File: config.mk
export PLATFORM = sky130hd
export DESIGN_NAME = compressor_temperature_guard
export DESIGN_NICKNAME = d
export VERILOG_FILES = /design/src/sv/ctg_pkg.sv /design/src/sv/ctg_sensor.sv /design/src/sv/ctg_average.sv /design/src/sv/compressor_temperature_guard.sv
export SDC_FILE = /design/constraint.sdc
export NUM_CORES = 1
export LEC_CHECK = 0
export BUFFER_PORTS_ARGS = -buffer_cell sky130_fd_sc_hd__buf_2
export CORE_MARGIN = 3
export CORE_UTILIZATION = 35
export DETAILED_ROUTE_END_ITERATION = 10
export GPL_ROUTABILITY_DRIVEN = 0
export HOLD_SLACK_MARGIN = 0.12
export MAX_ROUTING_LAYER = met4
export PLACE_DENSITY = 0.54
export SYNTH_ARGS = -nofsm -noshare
export SYNTH_HDL_FRONTEND = slang
export SYNTH_SLANG_ARGS = --single-unit
File: constraint.sdc
create_clock -name clk -period 31.1 [get_ports clk]
set_input_delay 6.22 -clock clk [delete_from_list [all_inputs] [get_ports clk]]
set_output_delay 6.22 -clock clk [all_outputs]
set_load 0.05 [all_outputs]
File: src/sv/ctg_pkg.sv
package ctg_pkg;

  localparam int TEMP_BITS     = 12;
  localparam int RUN_BITS      = 4;
  localparam int CFG_ADDR_BITS = 3;

  typedef logic signed [TEMP_BITS-1:0] temp_t;
  typedef logic [RUN_BITS-1:0]         run_t;

  localparam temp_t LOW_WIN_LO  = temp_t'(-160);
  localparam temp_t LOW_WIN_HI  = temp_t'(-16);
  localparam temp_t HIGH_WIN_LO = temp_t'(16);

  localparam temp_t RST_COMPRESSOR_LIMIT      = temp_t'(1280);
  localparam temp_t RST_DISCHARGE_LIMIT       = temp_t'(1360);
  localparam temp_t RST_INTAKE_LOW_LIMIT      = temp_t'(-120);
  localparam run_t  RST_PERSIST_COUNT         = run_t'(3);
  localparam temp_t RST_COMPRESSOR_VALID_HIGH = temp_t'(1280);
  localparam temp_t RST_DISCHARGE_VALID_HIGH  = temp_t'(1440);
  localparam temp_t RST_INTAKE_VALID_HIGH     = temp_t'(960);

  typedef enum logic [CFG_ADDR_BITS-1:0] {
    REG_COMPRESSOR_LIMIT      = 3'd0,
    REG_DISCHARGE_LIMIT       = 3'd1,
    REG_INTAKE_LOW_LIMIT      = 3'd2,
    REG_PERSIST_COUNT         = 3'd3,
    REG_COMPRESSOR_VALID_HIGH = 3'd4,
    REG_DISCHARGE_VALID_HIGH  = 3'd5,
    REG_INTAKE_VALID_HIGH     = 3'd6
  } cfg_reg_t;

  typedef struct packed {
    temp_t compressor_raw;
    temp_t discharge_raw;
    temp_t intake_raw;
    logic  clear_alarms;
  } in_item_t;

  typedef struct packed {
    temp_t compressor_average;
    temp_t discharge_average;
    logic  compressor_alarm;
    logic  discharge_alarm;
    logic  intake_alarm;
    logic  compressor_accepted;
    logic  discharge_accepted;
    logic  intake_accepted;
  } out_item_t;

  typedef struct packed {
    temp_t held;
    logic  accepted;
  } sensor_t;

  typedef struct packed {
    temp_t average;
    logic  alarm_set;
  } avg_t;

endpackage

File: src/sv/ctg_sensor.sv
module ctg_sensor
  import ctg_pkg::*;
(
  input  logic    clk,
  input  logic    rst_n,
  input  logic    upd,
  input  temp_t   raw,
  input  temp_t   valid_high,
  output sensor_t status
);

  temp_t held_r;
  logic  accepted;

  assign accepted = (raw > LOW_WIN_LO && raw < LOW_WIN_HI) ||
                    (raw > HIGH_WIN_LO && raw < valid_high);

  assign status.accepted = accepted;
  assign status.held     = accepted ? raw : held_r;

  always_ff @(posedge clk) begin
    if (!rst_n) begin
      held_r <= '0;
    end else if (upd) begin
      held_r <= status.held;
    end
  end

endmodule

File: src/sv/ctg_average.sv
module ctg_average
  import ctg_pkg::*;
#(
  parameter int TAPS = 5
) (
  input  logic  clk,
  input  logic  rst_n,
  input  logic  upd,
  input  temp_t sample,
  input  temp_t limit,
  input  run_t  persist,
  output avg_t  result
);

  localparam int SUM_W   = TEMP_BITS + $clog2(TAPS) + 1;
  localparam int MAG_W   = SUM_W - 1;
  localparam int SHIFT   = MAG_W + $clog2(TAPS);
  localparam int RECIP_W = SHIFT + 1;
  localparam int PROD_W  = MAG_W + RECIP_W;
  localparam longint unsigned RECIP = ((longint'(1) << SHIFT) + TAPS - 1) / TAPS;

  typedef logic signed [SUM_W-1:0] sum_t;

  temp_t               win_r [TAPS];
  sum_t                sum_r;
  sum_t                sum_nxt;
  sum_t                limit_sum;
  sum_t                abs_full;
  run_t                run_r;
  run_t                run_nxt;
  logic [RUN_BITS:0]   run_inc;
  logic                exceed;
  logic                neg;
  logic [MAG_W-1:0]    mag;
  logic [PROD_W-1:0]   prod;
  logic [MAG_W:0]      quo;
  logic [MAG_W:0]      quo_s;

  // running window sum: drop the oldest tap, add the new sample
  assign sum_nxt   = sum_r - sum_t'(win_r[TAPS-1]) + sum_t'(sample);
  assign limit_sum = sum_t'(limit) * sum_t'(TAPS);
  assign exceed    = sum_nxt > limit_sum;

  assign run_inc = {1'b0, run_r} + (RUN_BITS+1)'(1);
  assign run_nxt = !exceed ? '0 : (run_inc[RUN_BITS] ? '1 : run_inc[RUN_BITS-1:0]);

  assign result.alarm_set = exceed && (run_inc > {1'b0, persist});

  // divide by TAPS through a reciprocal, truncating toward zero
  assign neg      = sum_nxt[SUM_W-1];
  assign abs_full = neg ? sum_t'(-sum_nxt) : sum_nxt;
  assign mag      = abs_full[MAG_W-1:0];
  assign prod     = PROD_W'(mag) * PROD_W'(RECIP_W'(RECIP));
  assign quo      = prod[PROD_W-1:SHIFT];
  assign quo_s    = neg ? (MAG_W+1)'(-quo) : quo;

  assign result.average = quo_s[TEMP_BITS-1:0];

  always_ff @(posedge clk) begin
    if (!rst_n) begin
      for (int i = 0; i < TAPS; i++) begin
        win_r[i] <= '0;
      end
      sum_r <= '0;
      run_r <= '0;
    end else if (upd) begin
      win_r[0] <= sample;
      for (int i = 1; i < TAPS; i++) begin
        win_r[i] <= win_r[i-1];
      end
      sum_r <= sum_nxt;
      run_r <= run_nxt;
    end
  end

endmodule

File: src/sv/compressor_temperature_guard.sv
// Takes one measurement round per clock while out_stall is low: an accepted item sits in an input
// register and its result is loaded into the output register when the item advances, so out_valid
// rises with that load and a new item is accepted in the same cycle as the previous one advances.
// The whole round (plausibility check, held value, running window sums, limit compares,
// persistence counters, sticky alarms and the constant divide for the averages) is one
// registered pass. While out_stall holds a full output register and the input register is
// occupied, in_stall rises. Configuration writes take effect on the next edge and should be
// made while the block is idle; the averages read the window with the new sample included.
module compressor_temperature_guard
  import ctg_pkg::*;
#(
  parameter int COMPRESSOR_TAPS = 5,
  parameter int DISCHARGE_TAPS  = 3
) (
  input  logic                     clk,
  input  logic                     rst_n,
  input  logic                     in_valid,
  output logic                     in_stall,
  input  in_item_t                 in_item,
  output logic                     out_valid,
  input  logic                     out_stall,
  output out_item_t                out_item,
  input  logic                     cfg_we,
  input  logic [CFG_ADDR_BITS-1:0] cfg_addr,
  input  logic [TEMP_BITS-1:0]     cfg_wdata
);

  temp_t     compressor_limit_r;
  temp_t     discharge_limit_r;
  temp_t     intake_low_limit_r;
  run_t      persist_count_r;
  temp_t     compressor_valid_high_r;
  temp_t     discharge_valid_high_r;
  temp_t     intake_valid_high_r;

  logic      a_valid_r;
  in_item_t  a_item_r;
  logic      out_valid_r;
  out_item_t out_item_r;
  logic [2:0] alarm_r;
  logic [2:0] alarm_nxt;
  logic       accept;
  logic       advance;
  logic       intake_low;

  sensor_t   comp_s;
  sensor_t   disch_s;
  sensor_t   intake_s;
  avg_t      comp_a;
  avg_t      disch_a;

  always_ff @(posedge clk) begin
    if (!rst_n) begin
      compressor_limit_r      <= RST_COMPRESSOR_LIMIT;
      discharge_limit_r       <= RST_DISCHARGE_LIMIT;
      intake_low_limit_r      <= RST_INTAKE_LOW_LIMIT;
      persist_count_r         <= RST_PERSIST_COUNT;
      compressor_valid_high_r <= RST_COMPRESSOR_VALID_HIGH;
      discharge_valid_high_r  <= RST_DISCHARGE_VALID_HIGH;
      intake_valid_high_r     <= RST_INTAKE_VALID_HIGH;
    end else if (cfg_we) begin
      unique case (cfg_reg_t'(cfg_addr))
        REG_COMPRESSOR_LIMIT:      compressor_limit_r      <= cfg_wdata;
        REG_DISCHARGE_LIMIT:       discharge_limit_r       <= cfg_wdata;
        REG_INTAKE_LOW_LIMIT:      intake_low_limit_r      <= cfg_wdata;
        REG_PERSIST_COUNT:         persist_count_r         <= cfg_wdata[RUN_BITS-1:0];
        REG_COMPRESSOR_VALID_HIGH: compressor_valid_high_r <= cfg_wdata;
        REG_DISCHARGE_VALID_HIGH:  discharge_valid_high_r  <= cfg_wdata;
        REG_INTAKE_VALID_HIGH:     intake_valid_high_r     <= cfg_wdata;
        default: ;
      endcase
    end
  end

  assign advance  = a_valid_r && (!out_valid_r || !out_stall);
  assign in_stall = a_valid_r && !advance;
  assign accept   = in_valid && !in_stall;

  always_ff @(posedge clk) begin
    if (!rst_n) begin
      a_valid_r <= 1'b0;
    end else if (accept) begin
      a_valid_r <= 1'b1;
    end else if (advance) begin
      a_valid_r <= 1'b0;
    end
  end

  always_ff @(posedge clk) begin
    if (accept) begin
      a_item_r <= in_item;
    end
  end

  ctg_sensor u_comp_sensor (
    .clk        (clk),
    .rst_n      (rst_n),
    .upd        (advance),
    .raw        (a_item_r.compressor_raw),
    .valid_high (compressor_valid_high_r),
    .status     (comp_s)
  );

  ctg_sensor u_disch_sensor (
    .clk        (clk),
    .rst_n      (rst_n),
    .upd        (advance),
    .raw        (a_item_r.discharge_raw),
    .valid_high (discharge_valid_high_r),
    .status     (disch_s)
  );

  ctg_sensor u_intake_sensor (
    .clk        (clk),
    .rst_n      (rst_n),
    .upd        (advance),
    .raw        (a_item_r.intake_raw),
    .valid_high (intake_valid_high_r),
    .status     (intake_s)
  );

  ctg_average #(.TAPS(COMPRESSOR_TAPS)) u_comp_avg (
    .clk     (clk),
    .rst_n   (rst_n),
    .upd     (advance),
    .sample  (comp_s.held),
    .limit   (compressor_limit_r),
    .persist (persist_count_r),
    .result  (comp_a)
  );

  ctg_average #(.TAPS(DISCHARGE_TAPS)) u_disch_avg (
    .clk     (clk),
    .rst_n   (rst_n),
    .upd     (advance),
    .sample  (disch_s.held),
    .limit   (discharge_limit_r),
    .persist (persist_count_r),
    .result  (disch_a)
  );

  assign intake_low = intake_s.held < intake_low_limit_r;

  // clear first, then set from this round
  assign alarm_nxt = (a_item_r.clear_alarms ? 3'b000 : alarm_r) |
                     {intake_low, disch_a.alarm_set, comp_a.alarm_set};

  always_ff @(posedge clk) begin
    if (!rst_n) begin
      alarm_r <= '0;
    end else if (advance) begin
      alarm_r <= alarm_nxt;
    end
  end

  always_ff @(posedge clk) begin
    if (!rst_n) begin
      out_valid_r <= 1'b0;
    end else if (advance) begin
      out_valid_r <= 1'b1;
    end else if (!out_stall) begin
      out_valid_r <= 1'b0;
    end
  end

  always_ff @(posedge clk) begin
    if (advance) begin
      out_item_r.compressor_average  <= comp_a.average;
      out_item_r.discharge_average   <= disch_a.average;
      out_item_r.compressor_alarm    <= alarm_nxt[0];
      out_item_r.discharge_alarm     <= alarm_nxt[1];
      out_item_r.intake_alarm        <= alarm_nxt[2];
      out_item_r.compressor_accepted <= comp_s.accepted;
      out_item_r.discharge_accepted  <= disch_s.accepted;
      out_item_r.intake_accepted     <= intake_s.accepted;
    end
  end

  assign out_valid = out_valid_r;
  assign out_item  = out_item_r;

endmodule

==> metrics.csv <==
metric,value,unit
status,completed,
synthCells,2651,
clk_latency,0.57,ns
synthFlopType,edfxtp_1,
hold_class,reg2reg,
start_util,35.6,%
firstDrtPassIters,5,
cp_data_required_time,31.38,ns
grt_max_degree,87,
period_share,43.4,%
clock-sinks,319,
fin_tns_setup,0,ns
final_cell_mix,"inv_1 (385), ha_1 (356), nand2_1 (285)",
rows,98,
syn_avg_cell_area,9.64,µm²
critPathSlowestCell,inv_1,
wl_per_cell,16.6,µm
cts_resized,0,
maxSlewViolCount,0,
slew_headroom,21.0,%
die_w,276,µm
syn_nets,3209,
clock_skew,0.0247,ns
yosysSeqAreaShare,31.4,%
cts_tree,yes,
die_h,276,µm
worstPathArrival,13.78,ns
cts_setup_buffers,0,
tightest_slew,1.18,ns
root_buffer,clkbuf_16,
wirelength,61700,µm
core,0.0719,mm²
synthArstFlopShare,0,%
fmax,74.1,MHz
grt-ovfl-total,0,
layout_commonest_cell,inv_1,
drtIter0Drc,913,
cts_buffer_depth,3,
final_antenna_net_count,0,
syn2layout_area_growth,10.9,%
period_minus_slack,13.50,ns
yosys.area_share.simple,13.8,%
ys_types,84,
synth_warnings,0,
dpl.hpwl,48200,µm
synth_top_family_by_area,adder cells,
clkTransAtPathRegs,0.05,ns
cts.htree.levels,2,
synth.area.mux_share,2.17,%
max_cap_viol_count,0,
ys_ff_latch,319,
finalHoldViolCount,0,
grt_util_all_layers,16.6,%
die-area,0.0763,mm²
crit_path_end_kind,register,
syn_area,0.0255,mm²
antenna_found_initial,3,
cts_buffers,39,
rsz0062_at_grt,false,
drcViolationCount,0,
crit_path_max_fanout,20,
hold_buffers,0,
vias_per_cell,5.01,
grt_pass1_wl,101000,µm
crit_type,reg2reg,
nets,3286,
synth_fa_ha_area_share,28.8,%
finalSetupViolations,0,
ios,89,
startpoint_type,register,
synth_xor_xnor_area_share,4.49,%
synth_edf_count,163,
max_stage_delay,0.61,ns
layout-drive-gt1-share,7.76,%
critical_path.most_common_cell,fa_1,
grt_pass1_vias,19300,
io_buffers,88,
vias,18600,
synth_compound_area_share,12.7,%
-- final cells by class --
type	instances	area, µm²
clock buffer	49	1040
antenna	3	7.51
inverter	388	1460
sequential	319	8020
multi-input combinational	1879	15800
clock inverter	23	238
tap	950	1190
fill	7175	43500
timing repair buffer	101	538
-- critical path: cells and delay by family, from the launching register on --
family                   cells  cell delay (ns)
multiplexers                 2             0.73
buffers and inverters        3             0.71
XOR/XNOR                     4             1.17
AO/OA/AOI/OAI                8             2.96
flip-flops                   1             0.47
adder cells (fa/ha/maj)     10             4.48
AND/OR/NAND/NOR             14             2.69
-- synthesized netlist by cell type (25+ instances only) --
master    instances  area, µm²
nor2_1          121        454
edfxtp_1        163       4890
nand2_1         285       1070
a21o_1           66        495
xor2_1           41        359
nor3_1           33        165
ha_1            356       4450
o211ai_1         25        188
clkbuf_1         60        225
inv_1           387       1450
mux2i_1          33        330
xnor2_1          88        771
nand2b_1         28        175
a21boi_0         79        593
o21ai_0          65        325
a21oi_1         101        505
fa_1            145       2900
nor2b_1          36        225
dfxtp_1         156       3120
nand3_1          42        210
and3_1           86        538
-- flip-flops by register name (all words and copies together) (netlist names), 15 cells and up --
| register | flops |
|---|---|
| a_item_r | 37 |
| out_item | 30 |
| u_comp_avg.sum_r | 16 |
| u_comp_avg.win_r | 60 |
| u_disch_avg.sum_r | 15 |
| u_disch_avg.win_r | 36 |
-- routing by layer --
| layer | vias up | track usage, % | share of wire (%) |
|---|---|---|---|
| met2 | 281 | 27.0 | 47 |
| met5 | - | - | 0 |
| met3 | 88 | 2.10 | 3.2 |
| met4 | 0 | 3.76 | 1.9 |
| li1 | 9246 | - | - |
| met1 | 8971 | 22.1 | 48 |
-- stage by stage --
step	hold slack, ns	instance area [µm²]	setup WS, ns	utilization [%]	instances
finish	0.449	28300	17.60	39.4	3712
global route	0.466	28300	16.50	39.4	3712
CTS	0.453	28300	17.58	39.4	3708
detailed placement	0.441	27000	17.63	37.6	3636
global placement	0.433	27000	18.05	37.6	3636
floorplan	0.422	25500	18.18	-	2651
-- cell families (layout without fill, tap and decap cells) --
| family | after synthesis | count (layout) |
|---|---|---|
| AOI/OAI and AO/OA | 469 | 469 |
| xor gates and xnor gates | 130 | 130 |
| adders and majority gates | 501 | 501 |
| buffers and inverters | 453 | 561 |
| DFF | 319 | 319 |
| muxes | 53 | 53 |
| other | 0 | 3 |
| and+or+nand+nor | 726 | 726 |
-- path summary, 6_finish.rpt --
path / start / endpoint / slack (ns) / cells after the start
worst max register to register: a_item_r[18] / out_item[16] / 17.60 / 41
worst min register to register: u_disch_sensor.held_r[10] / u_disch_sensor.held_r[10] / 0.45 / 1
worst min-delay path: u_disch_sensor.held_r[10] / u_disch_sensor.held_r[10] / 0.45 / 1
worst max-delay path: a_item_r[18] / out_item[16] / 17.60 / 41
Power is left out: the tool's default activity adds up to more than one toggle a clock period on the data nets, which glitch-free logic cannot reach.
